`src/hw/rtl/mctp_pkg.sv`:
```
// Shared types, constants and the configuration bundle of the timestamp PWM core.
// Used by mctp_cfg, mctp_chan and multi_channel_timestamp_pwm_core; no dependencies.
`default_nettype none

package mctp_pkg;

    // Number of channel slots and how many of them are built
    localparam int NUM_SLOTS = 4;
    localparam int CHANNELS  = 4;

    typedef logic [31:0] t_time;
    typedef logic [23:0] t_period;
    typedef logic [7:0]  t_duty;
    typedef logic [2:0]  t_cfg_idx;

    // Register indexes of the configuration port
    localparam t_cfg_idx CFG_ENABLE      = 3'd0;
    localparam t_cfg_idx CFG_DUTY        = 3'd1;
    localparam t_cfg_idx CFG_PERIOD_BASE = 3'd2;

    localparam t_duty   DUTY_ZERO    = 8'd0;
    localparam t_duty   DUTY_FULL    = 8'd255;
    localparam t_period PERIOD_RESET = 24'd20000;
    // Rounding slack of floor(x/255): e >= floor(p/255) <=> 255*e >= p - 254
    localparam t_time   ON_ROUND     = 32'(DUTY_FULL - 8'd1);

    // Per-channel settings as the evaluators see them
    typedef struct packed {
        logic  [NUM_SLOTS-1:0]       enable;
        t_duty [NUM_SLOTS-1:0]       duty;
        t_time [NUM_SLOTS-1:0]       on_thr;   // 255*elapsed at which high ends
        t_time [NUM_SLOTS-1:0]       off_thr;  // 255*elapsed at which low ends
    } t_cfg;

endpackage

`default_nettype wire

```
`src/hw/rtl/mctp_chan.sv`:
```
// One PWM channel: level, phase start and enable history, with its segment compare.
// Depends on mctp_pkg.
`default_nettype none

module mctp_chan
    import mctp_pkg::*;
(
    input  wire logic  i_clk,
    input  wire logic  i_rst_n,
    input  wire logic  i_advance,
    input  wire t_time i_now,
    input  wire logic  i_enable,
    input  wire t_duty i_duty,
    input  wire t_time i_on_thr,
    input  wire t_time i_off_thr,
    output logic       o_level,
    output logic       o_changed
);

    logic  r_level;
    logic  r_was_en;
    t_time r_phase;
    logic  n_level;
    logic  n_was_en;
    t_time n_phase;

    // Evaluate the channel for the current tick
    always_comb begin
        logic        base_lvl;
        t_time       elapsed;
        logic [39:0] e255;
        logic [39:0] thr;
        base_lvl = r_was_en ? r_level : 1'b0;
        elapsed  = r_was_en ? i_now - r_phase : '0;
        e255     = {elapsed, 8'h00} - {8'h00, elapsed};
        thr      = {8'h00, (base_lvl ? i_on_thr : i_off_thr)};
        n_level  = base_lvl;
        n_was_en = r_was_en;
        n_phase  = r_was_en ? r_phase : i_now;
        if (!i_enable) begin
            n_level  = 1'b0;
            n_was_en = 1'b0;
            n_phase  = r_phase;
        end else begin
            n_was_en = 1'b1;
            priority if (i_duty == DUTY_ZERO) begin
                n_level = 1'b0;
                n_phase = i_now;
            end else if (i_duty == DUTY_FULL) begin
                n_level = 1'b1;
                n_phase = i_now;
            end else if (e255 >= thr) begin
                n_level = !base_lvl;
                n_phase = i_now;
            end else begin
                // hold the level until the segment has run out
                n_level = base_lvl;
            end
        end
    end

    assign o_level   = n_level;
    assign o_changed = n_level != r_level;

    // Commit state when the tick moves on to the output register
    always_ff @(posedge i_clk) begin
        if (!i_rst_n) begin
            r_level  <= 1'b0;
            r_was_en <= 1'b0;
            r_phase  <= '0;
        end else if (i_advance) begin
            r_level  <= n_level;
            r_was_en <= n_was_en;
            r_phase  <= n_phase;
        end
    end

    a_disabled_low: assert property (@(posedge i_clk) disable iff (!i_rst_n)
        (i_advance && !i_enable) |=> (!r_level && !r_was_en))
        else $error("disabled channel not cleared");

    a_full_high: assert property (@(posedge i_clk) disable iff (!i_rst_n)
        (i_advance && i_enable && i_duty == DUTY_FULL)
        |=> (r_level && r_phase == $past(i_now)))
        else $error("full duty channel not held high at now");

    a_hold_idle: assert property (@(posedge i_clk) disable iff (!i_rst_n)
        !i_advance |=> ($stable(r_level) && $stable(r_was_en) && $stable(r_phase)))
        else $error("channel state moved without a tick");

endmodule

`default_nettype wire

```
`config.mk`:
```
export PLATFORM = sky130hd
export DESIGN_NAME = mctp_chan
export DESIGN_NICKNAME = d
export VERILOG_FILES = /design/src/hw/rtl/mctp_pkg.sv /design/src/hw/rtl/mctp_chan.sv
export SDC_FILE = /design/constraint.sdc
export NUM_CORES = 1
export LEC_CHECK = 0
export ABC_AREA = 1
export BUFFER_PORTS_ARGS = -buffer_cell sky130_fd_sc_hd__buf_2
export CORE_ASPECT_RATIO = 1.2
export CORE_UTILIZATION = 57
export DETAILED_ROUTE_END_ITERATION = 12
export GPL_TIMING_DRIVEN = 0
export PLACE_DENSITY = 0.81
export SYNTH_ARGS = -nofsm -noshare
export SYNTH_HDL_FRONTEND = slang
export SYNTH_SLANG_ARGS = --single-unit
```
`constraint.sdc`:
```
create_clock -name i_clk -period 14.9 [get_ports i_clk]
set_input_delay 0 -clock i_clk [delete_from_list [all_inputs] [get_ports i_clk]]
set_output_delay 0 -clock i_clk [all_outputs]
set_load 0.02 [all_outputs]
```
==> run summary <==
## Die
* # rows: 45
* Total Die Area: 0.0134 mm^2
* Chip Width: 106 um
* core outline area: 0.0127 mm^2
* io pins: 110
* DIE HEIGHT: 127 um
* initial core utilization: 58.3%

## Critical path
* Worst Reg2Reg Path Length in Cells: 41
* crit start category: flip-flop
* arrival time at the worst endpoint: 6460 ps
* slowest library cell on the worst path: nor3b_1
* maximum single-stage delay on the critical path: 390 ps
* element type at the critical path end: primary output
* maximum fanout encountered on the critical timing path: 6
* Critical Path RT: 14,900 ps
* Reg2Reg Setup Slack: 8470 ps
* Setup Crit Path Kind: flip-flop to primary output
* Most common cell on crit path: nand2_1
* reg2reg start: r_phase[2]
* crit path from: r_phase[2]
* Reg2Reg Capture Point: r_phase[24]

## Synthesis
* fraction of the yosys area taken by sequential cells: 9.21%
* proportion of netlist area held by the largest area contributor: 18.5%
* largest area contributor in the netlist: nand2_1
* leading cell types by total area after synthesis: nand2_1, ha_1, inv_1
* top_reg_cell synth: dfxtp_1
* yosys synthesis warning count: 0
* mean area per synthesized cell: 5.74 um^2
* async set-or-reset flop fraction in the synthesized netlist: 0%
* number of synthesized flops with an enable pin: 0
* Mapped Cells: 1,288
* Cell Area, Synth: 0.00739 mm^2
* count of different cell masters after synthesis: 45
* nets in the synthesized netlist: 1,485
* post-synthesis register bit count: 34

## Global route
* vias in the first global route: 7,396
* initial antenna violation count: 0
* global route total overflow: 0
* pin count of the biggest net entering global routing: 11
* first-pass GRT wire length: 33,300 um
* GRT Resource Usage Total: 30.7%

## STA
* final cycle utilization of the critical path: 43.3%
* Fin Clk Skew: 4.96 ps
* minimum clock period: 6460 ps
* setup slack of the critical path after layout: 8440 ps
* Final Setup Violations: 0
* worst relative slew slack: 45.3%
* unrepaired setup endpoints after global routing: false
* Min Hold Slack: 44.1 ps
* total count of max-transition violations in the final report: 0
* final sum of negative setup slack: 0 ps
* worst slew pin tran: 821 ps
* Hold Violations, Final: 0
* fmax: 155 MHz

## Min path
* Hold Path Sink: r_phase[2]
* critical hold path startpoint: i_now[2]
* Hold WC Path Type: input pin to flip-flop
* cell count of the worst hold path: 4

## Finish
* antenna fix cells: 0
* most common cell after layout, fill and taps aside: nand2_1
* commonest cells after routing, fill and taps aside: nand2_1, inv_1, nor2_1
* post-route standard cell area excluding fillers: 0.00829 mm^2
* FILL cells: 1,269
* post-layout net count: 1,601
* synthesis-to-layout area growth: 12.2%
* share of post-route cells with drive strength above 1: 14.5%

## Clocking
* postcts setup bufs: 0
* Clock Path Buffers: 2
* clock insertion delay at the later pin of the skew report: 290 ps
* CTS Root Buffer Type: clkbuf_16
* # H-tree levels: 2
* clock transition at the registers of the reported paths: 60 ps
* CTS tree: done
* number of sinks driven by the clock tree: 34
* Num CTS Buffers: 5

## Place
* HPWL after detailed placement: 17,900 um
* final RePlAce weighted congestion: 0.973
* Port-buffer cells: 108
* Post-Place Setup Slack: 8740 ps
* DP Area: 0.00813 mm^2

## Drt
* vias post-DR: 8,193
* number of antenna-violating nets in the routed design: 0
* topmost layer with routed signal wires: met4
* met2 wire length: 10,400 um
* met1 WL: 8670 um
* DRC errors left: 0
* total met3 wirelength after detailed routing: 877 um
* TritonRoute pass-1 iters: 6
* DR vias/cell: 5.22
* DRT Wirelength: 20,600 um
* Iter 0 DRT Violations: 400
* routed length per placed instance: 13.2 um

## Power
* ratio of total power to cell area: 81.8 mW/mm^2
* leakage dissipation: 4.91 nW
* peak supply drop: 0.0000720 V

## Outcome
* status: complete, no violations

## Run
* max-cap viol count: 0

## cells in the mapped netlist (all sizes together), types with 4 or more instances
library cell and number:
xor2 24, mux2i 31, nor4 6, nand2 377, buf 11, ha 88, clkbuf 9, xnor2 7
nand3 72, dfxtp 34, a21oi 70, nor2 206, a31oi 9, o21a 9, o21ai 30, a31o 4
inv 225, nand4 6, nor3 13, nand3b 37
## worst max-delay path by stage
stage / endpoint / slack [ps] / cells past startpoint
floorplan: r_phase[11] / 9930 / 38
global placement: r_phase[16] / 8790 / 40
detailed placement: r_phase[19] / 8740 / 40
CTS: o_changed / 8650 / 42
global route: o_changed / 8020 / 41
finish: o_changed / 8440 / 42
## state kept, by name, indices dropped and copies added, names as in the netlist
signal and count:
r_phase 32, r_was_en 1, r_level 1
## cells by family (layout without fill, tap and decap cells)
family / count (synthesis) / count (layout) / share of synthesized area [%]
AOI/OAI and AO/OA: 131 / 131 / 10.1
xor gates and xnor gates: 31 / 31 / 3.67
adders and majority gates: 89 / 89 / 15.2
buffers and inverters: 246 / 363 / 13.2
DFF: 34 / 34 / 9.21
muxes: 31 / 31 / 4.20
and+or+nand+nor: 726 / 726 / 44.4
## layer usage
metal	GRT usage (%)	vias up
li1	-	4307
met1	34.1	3632
met2	58.6	216
met3	3.39	38
met4	12.6	0
met5	0	-
## report_power, final
group / internal (mW) / total (mW) / switching (mW) / leakage [nW]
Clock: 0.0664 / 0.108 / 0.0419 / 0.0739
Combinational: 0.173 / 0.469 / 0.296 / 4.55
Sequential: 0.0972 / 0.101 / 0.00396 / 0.281
## repair_timing
item                      4_1_cts  5_1_grt
hold buffers                    1        0
hold endpoints to repair        1        0
gates resized for setup         0        0
## stage by stage
step | cells | utilization, % | power [mW]
2_1_floorplan | 1288 | - | 0.456
3_3_place_gp | 1560 | 64.2 | 0.556
3_5_place_dp | 1560 | 64.2 | 0.565
4_1_cts | 1569 | 65.5 | 0.675
5_1_grt | 1569 | 65.5 | 0.745
6_report | 1569 | 65.5 | 0.678
## cell type report
cell class                      count  area (um^2)  share of cell area (%)
Clock buffer                        7          143                    1.72
Multi-Input combinational cell   1008         5730                    69.1
Clock inverter                      1         5.00                  0.0604
Inverter                          226          848                    10.2
Timing Repair Buffer              109          551                    6.64
Sequential cell                    34          681                    8.21
Buffer                             20          128                    1.54
Tap cell                          164          205                    2.47
## worst max-delay path, delay by kind of cell (launching register included)
| family | cells | cell delay, ps |
|---|---|---|
| AO/OA/AOI/OAI | 6 | 1020 |
| XOR/XNOR | 1 | 180 |
| adder cells (fa/ha/maj) | 3 | 1010 |
| buffers and inverters | 7 | 610 |
| flip-flops | 1 | 340 |
| AND/OR/NAND/NOR | 25 | 2970 |
No activity file was read; power rests on OpenSTA's default activity.
