**config.mk**
```make
export PLATFORM = sky130hd
export DESIGN_NAME = mctp_cfg
export DESIGN_NICKNAME = d
export VERILOG_FILES = /design/src/hw/rtl/mctp_pkg.sv /design/src/hw/rtl/mctp_cfg.sv
export SDC_FILE = /design/constraint.sdc
export NUM_CORES = 2
export LEC_CHECK = 0
export BUFFER_PORTS_ARGS = -buffer_cell sky130_fd_sc_hd__buf_4
export CAP_MARGIN = 10
export CORE_ASPECT_RATIO = 0.75
export CORE_UTILIZATION = 30
export CTS_CLUSTER_SIZE = 24
export DETAILED_ROUTE_END_ITERATION = 6
export SYNTH_ARGS = -nofsm -noshare
export SYNTH_HDL_FRONTEND = slang
export SYNTH_SLANG_ARGS = --single-unit
```
**constraint.sdc**
```tcl
create_clock -name i_clk -period 6.5 [get_ports i_clk]
set_clock_uncertainty 0.2 [all_clocks]
set_input_delay 0.65 -clock i_clk [delete_from_list [all_inputs] [get_ports i_clk]]
set_output_delay 0.65 -clock i_clk [all_outputs]
set_load 0.1 [all_outputs]
```
**src/hw/rtl/mctp_pkg.sv**
```systemverilog
// Shared types, constants and the configuration bundle of the timestamp PWM core.
// Used by mctp_cfg, mctp_chan and multi_channel_timestamp_pwm_core; no dependencies.
`default_nettype none

package mctp_pkg;

    // Number of channel slots and how many of them are built
    localparam int NUM_SLOTS = 4;
    localparam int CHANNELS  = 4;

    typedef logic [31:0] t_time;
    typedef logic [23:0] t_period;
    typedef logic [7:0]  t_duty;
    typedef logic [2:0]  t_cfg_idx;

    // Register indexes of the configuration port
    localparam t_cfg_idx CFG_ENABLE      = 3'd0;
    localparam t_cfg_idx CFG_DUTY        = 3'd1;
    localparam t_cfg_idx CFG_PERIOD_BASE = 3'd2;

    localparam t_duty   DUTY_ZERO    = 8'd0;
    localparam t_duty   DUTY_FULL    = 8'd255;
    localparam t_period PERIOD_RESET = 24'd20000;
    // Rounding slack of floor(x/255): e >= floor(p/255) <=> 255*e >= p - 254
    localparam t_time   ON_ROUND     = 32'(DUTY_FULL - 8'd1);

    // Per-channel settings as the evaluators see them
    typedef struct packed {
        logic  [NUM_SLOTS-1:0]       enable;
        t_duty [NUM_SLOTS-1:0]       duty;
        t_time [NUM_SLOTS-1:0]       on_thr;   // 255*elapsed at which high ends
        t_time [NUM_SLOTS-1:0]       off_thr;  // 255*elapsed at which low ends
    } t_cfg;

endpackage

`default_nettype wire

```
**src/hw/rtl/mctp_cfg.sv**
```systemverilog
// Configuration registers and per-channel segment thresholds.
// Depends on mctp_pkg.
`default_nettype none

module mctp_cfg
    import mctp_pkg::*;
(
    input  wire logic     i_clk,
    input  wire logic     i_rst_n,
    input  wire logic     i_cfg_valid,
    input  wire t_cfg_idx i_cfg_index,
    input  wire t_time    i_cfg_data,
    output t_cfg          o_cfg
);

    logic    [NUM_SLOTS-1:0] r_enable;
    t_time                   r_duty_levels;
    t_period [NUM_SLOTS-1:0] r_period;
    t_time   [NUM_SLOTS-1:0] r_on_thr;
    t_time   [NUM_SLOTS-1:0] r_off_thr;
    t_time   [NUM_SLOTS-1:0] n_on_thr;
    t_time   [NUM_SLOTS-1:0] n_off_thr;

    // Register writes; indexes past the list are dropped
    always_ff @(posedge i_clk) begin
        if (!i_rst_n) begin
            r_enable      <= '0;
            r_duty_levels <= '0;
            for (int i = 0; i < NUM_SLOTS; i++) begin
                r_period[i] <= PERIOD_RESET;
            end
        end else if (i_cfg_valid) begin
            if (i_cfg_index == CFG_ENABLE) begin
                r_enable <= i_cfg_data[NUM_SLOTS-1:0];
            end
            if (i_cfg_index == CFG_DUTY) begin
                r_duty_levels <= i_cfg_data;
            end
            for (int i = 0; i < NUM_SLOTS; i++) begin
                if (i_cfg_index == CFG_PERIOD_BASE + t_cfg_idx'(i)) begin
                    r_period[i] <= i_cfg_data[23:0];
                end
            end
        end
    end

    // Thresholds scaled by 255 so the channel compare needs no divider
    always_comb begin
        t_time prod;
        t_duty duty;
        for (int i = 0; i < NUM_SLOTS; i++) begin
            duty         = r_duty_levels[8*i +: 8];
            prod         = t_time'(duty) * t_time'(r_period[i]);
            n_on_thr[i]  = (prod > ON_ROUND) ? prod - ON_ROUND : '0;
            n_off_thr[i] = t_time'(DUTY_FULL - duty) * t_time'(r_period[i]);
        end
    end

    // Register the thresholds, recomputed every cycle
    always_ff @(posedge i_clk) begin
        r_on_thr  <= n_on_thr;
        r_off_thr <= n_off_thr;
    end

    always_comb begin
        o_cfg.enable  = r_enable;
        o_cfg.on_thr  = r_on_thr;
        o_cfg.off_thr = r_off_thr;
        for (int i = 0; i < NUM_SLOTS; i++) begin
            o_cfg.duty[i] = r_duty_levels[8*i +: 8];
        end
    end

endmodule

`default_nettype wire

```
==> results.cfg <==
[status]
outcome = complete, but fails checks
violations = negative setup slack

[floorplan]
effective_utilization_at_floorplan_pct = 30.31
die_h_um = 397.4
floorplan.die.width_um = 529.2
core_area_um2 = 206300
floorplan.rows = 144
die_area_um2 = 210300
number_of_ports_placed_on_the_die_boundary = 330

[min_path]
worstHoldPathType = primary input to flop
hold_start = i_cfg_data[13]
worstHoldPathCells = 3

[clock_tree]
clk_latency_ps = 700
cts_tree = yes
numCtsBuffers = 49
clk_pin_slew_ps = 70
clock-sinks = 388
clock-root-buffer = sky130_fd_sc_hd__clkbuf_16
h-tree-depth = 2
cts-root-to-sink-buffers = 3

[cells_and_area]
final_core_util_pct = 35.61
design_area_um2 = 73460
num-nets-final = 9139
drive_above_1_share_pct = 13.78
signed_area_change_from_the_synthesized_netlist_to_the_final_layout_pct = 17.48
num-fill-cells = 21070

[sta]
finalCritPeriodShare_pct = 101.6
max_freq_mhz = 151.4
period_minus_slack_ps = 6603
post_layout_worst_setup_margin_ps = -103.0
fin_worst_hold_slack_ps = 121.0
report.final.setup_viol = 30
rsz0062_at_grt = true
totalNegativeSetupSlack_ps = -1391
worst_pin_slew_ps = 1112
drv_slew = 0
slew_headroom_pct = 25.86
hold_violations = 0

[grt]
number_of_global_route_vias_before_repair = 50810
grt_first_pass_wirelength_um = 288800
grt-ovfl-total = 0
maximum_number_of_pins_on_one_net_before_global_route_repair = 66
grt_antenna_before_repair = 10
grt.total_usage_pct = 17.55

[route]
dr_total_vias = 48630
post_drt_via_cell_ratio = 4.689
drt.antenna.violating_nets = 0
wire_per_inst_um = 17.97
drt_pass1_iterations = 5
route.detailed.drc = 0
post_route_wl_um = 186300
drc_violation_total_after_the_first_tritonroute_iteration = 3015

[power_and_ir_drop]
power-per-cell-area_nw_per_um2 = 233.4
total_power_of_the_final_layout_mw = 17.15
p_leak_nw = 37.45
irDropWorstVdd_mv = 0.4337

[worst_setup_path]
critical_path.n_buffers_inverters = 7
r2r_start = r_duty_levels[21]
timing.critical_path.from_type = flop
cp.arrival_ps = 6960
timing.critical_path.fanout_max = 7
worstSetupEndpointType = flop
path_cells = clkbuf_4 > and2_1 > fa_2 > fa_2 > fa_1 > inv_1 > fa_1 > inv_1 > ha_1 > o211ai_1 > a21oi_2 > nor4_4 > buf_4 > buf_4 > o31ai_1 > a31o_1 > a22oi_2 > or3_4 > or4b_4 > nor4_4 > buf_6 > buf_6 > o21ba_4
critical_path_cell_count = 23
crit_family = adder cells
cp_class = flop to flop
reg2regPathDepth = 23
crit_path_top_delay_cell = sky130_fd_sc_hd__fa_2
required_ps = 6860
crit_path_max_incr_delay_ps = 570
crit_path_start = r_duty_levels[21]

[logic_synthesis]
synth-seq-area-share_pct = 12.42
yosysTopAreaCellShare_pct = 33.94
yosys_warnings = 0
yosysTopAreaCell = sky130_fd_sc_hd__fa_1
synth_edf_count = 0
synthTopCellsByArea = sky130_fd_sc_hd__fa_1, sky130_fd_sc_hd__dfxtp_1, sky130_fd_sc_hd__ha_1
yosys_most_used_dff = sky130_fd_sc_hd__dfxtp_1
asyncSetResetFlopFracSynth_pct = 0
postSynthCellCount = 7106
netlist_area_um2 = 62530
synth.avg_cell_area_um2 = 8.800
synth_cell_types = 84
yosys_register_bits = 388
synth.net_count = 8696

[placement]
gp_congestion = 0.8842
detailed_place_hpwl_um = 146800
io_buffer_count = 329
standard_cell_area_after_detailed_placement_um2 = 69930

[flow_run]
drv_cap = 0
## metal layers
layer | GRT usage [%] | vias to the layer above | part of all wire, %
li1 | - | 22760 | -
met1 | 23.34 | 24460 | 44
met2 | 27.48 | 1197 | 45
met3 | 4.199 | 217 | 7.2
met4 | 6.595 | 2 | 3.9
met5 | 0 | - | 0.0070
## cell type report
type,count,area (µm²),share of cell area [%]
Sequential cell,388,7923,10.79
Tap cell,2774,3471,4.725
Multi-Input combinational cell,5212,49970,68.02
Antenna cell,9,22.52,0.03066
Timing Repair Buffer,723,5848,7.961
Clock inverter,26,376.6,0.5127
Inverter,1175,4410,6.004
Clock buffer,65,1441,1.962
## stage by stage
stage / setup slack [ps] / cells
floorplan: 1.738 / 7106
detailed placement: -262.9 / 10200
global placement: -197.2 / 10200
global route: -196.5 / 10370
CTS: 5.335 / 10300
finish: -103.0 / 10370
## worst register-to-register path, stage by stage, from the launching register on
cell and delay (ps):
sky130_fd_sc_hd__dfxtp_4 380, sky130_fd_sc_hd__clkbuf_4 180, sky130_fd_sc_hd__and2_1 190, sky130_fd_sc_hd__fa_2 570, sky130_fd_sc_hd__fa_2 460, sky130_fd_sc_hd__fa_1 510
sky130_fd_sc_hd__inv_1 60, sky130_fd_sc_hd__fa_1 470, sky130_fd_sc_hd__inv_1 40, sky130_fd_sc_hd__ha_1 360, sky130_fd_sc_hd__o211ai_1 150, sky130_fd_sc_hd__a21oi_2 250
sky130_fd_sc_hd__nor4_4 90, sky130_fd_sc_hd__buf_4 150, sky130_fd_sc_hd__buf_4 130, sky130_fd_sc_hd__o31ai_1 260, sky130_fd_sc_hd__a31o_1 200, sky130_fd_sc_hd__a22oi_2 90
sky130_fd_sc_hd__or3_4 410, sky130_fd_sc_hd__or4b_4 570, sky130_fd_sc_hd__nor4_4 320, sky130_fd_sc_hd__buf_6 190, sky130_fd_sc_hd__buf_6 110, sky130_fd_sc_hd__o21ba_4 140
## layout by cell type, fill, tap and decap left out, drive strengths merged, types with 18 or more instances in the layout
master and n:
nand3 99, nor4 18, xor2 75, and3 32
o21a 34, xnor2 192, a211oi 27, buf 710
nor2 263, nand2 631, nor3 68, and2 571
fa 1060, a31oi 26, o21ai 105, inv 1180
dfxtp 388, nand4 19, ha 492, a21oi 179
nor2b 507, clkbuf 73, nand2b 327, a21boi 116
or3 22, o21bai 22, a21o 118
## registers in the layout, summed over array words and instances, names as in the netlist
name,flops
r_duty_levels,32
r_period,96
o_cfg,256
r_enable,4
## Yosys cell counts, types with 27 or more instances
cell                       instances
sky130_fd_sc_hd__a211oi_1         27
sky130_fd_sc_hd__a21boi_0        116
sky130_fd_sc_hd__a21o_1          118
sky130_fd_sc_hd__a21oi_1         179
sky130_fd_sc_hd__and2_1          570
sky130_fd_sc_hd__and3_1           32
sky130_fd_sc_hd__clkbuf_1        322
sky130_fd_sc_hd__dfxtp_1         388
sky130_fd_sc_hd__fa_1           1060
sky130_fd_sc_hd__ha_1            492
sky130_fd_sc_hd__inv_1          1175
sky130_fd_sc_hd__nand2_1         631
sky130_fd_sc_hd__nand2b_1        327
sky130_fd_sc_hd__nand3_1          99
sky130_fd_sc_hd__nor2_1          263
sky130_fd_sc_hd__nor2b_1         507
sky130_fd_sc_hd__nor3_1           67
sky130_fd_sc_hd__o21a_1           34
sky130_fd_sc_hd__o21ai_0         103
sky130_fd_sc_hd__xnor2_1         192
sky130_fd_sc_hd__xor2_1           75
## cells by family (layout without fill, tap and decap cells)
logic type                 Yosys count  count (layout)  share of synthesized area (%)
adders and majority gates         1552            1552                          43.78
buffers and inverters             1506            1989                          9.062
muxes                               19              19                         0.3161
AOI/OAI and AO/OA                  755             755                          8.158
xor gates and xnor gates           267             267                          3.740
other                                0               9                              0
and+or+nand+nor                   2619            2619                          22.52
DFF                                388             388                          12.42
## where the power goes
group / total [mW] / internal (mW) / switching, mW
logic: 10.7 / 3.15 / 7.51
registers: 3.34 / 2.96 / 0.374
clock network: 3.14 / 1.85 / 1.29
## final timing paths
check | end | slack [ps]
setup / recovery | o_cfg[205] | -100
hold / removal | r_period[61] | 120
setup reg to reg | o_cfg[205] | -100
hold reg to reg | r_enable[3] | 320
## what timing repair did
action / in CTS / in global routing
endpoints found under the setup margin: 79 / 142
cloned: 0 / 9
endpoints found under the hold margin: 5 / 0
buffers inserted: 1 / 58
resized for setup: 11 / 248
pin swaps: 3 / 68
hold buffers: 5 / 0
Note: power is estimated with default switching activity, not from simulation.
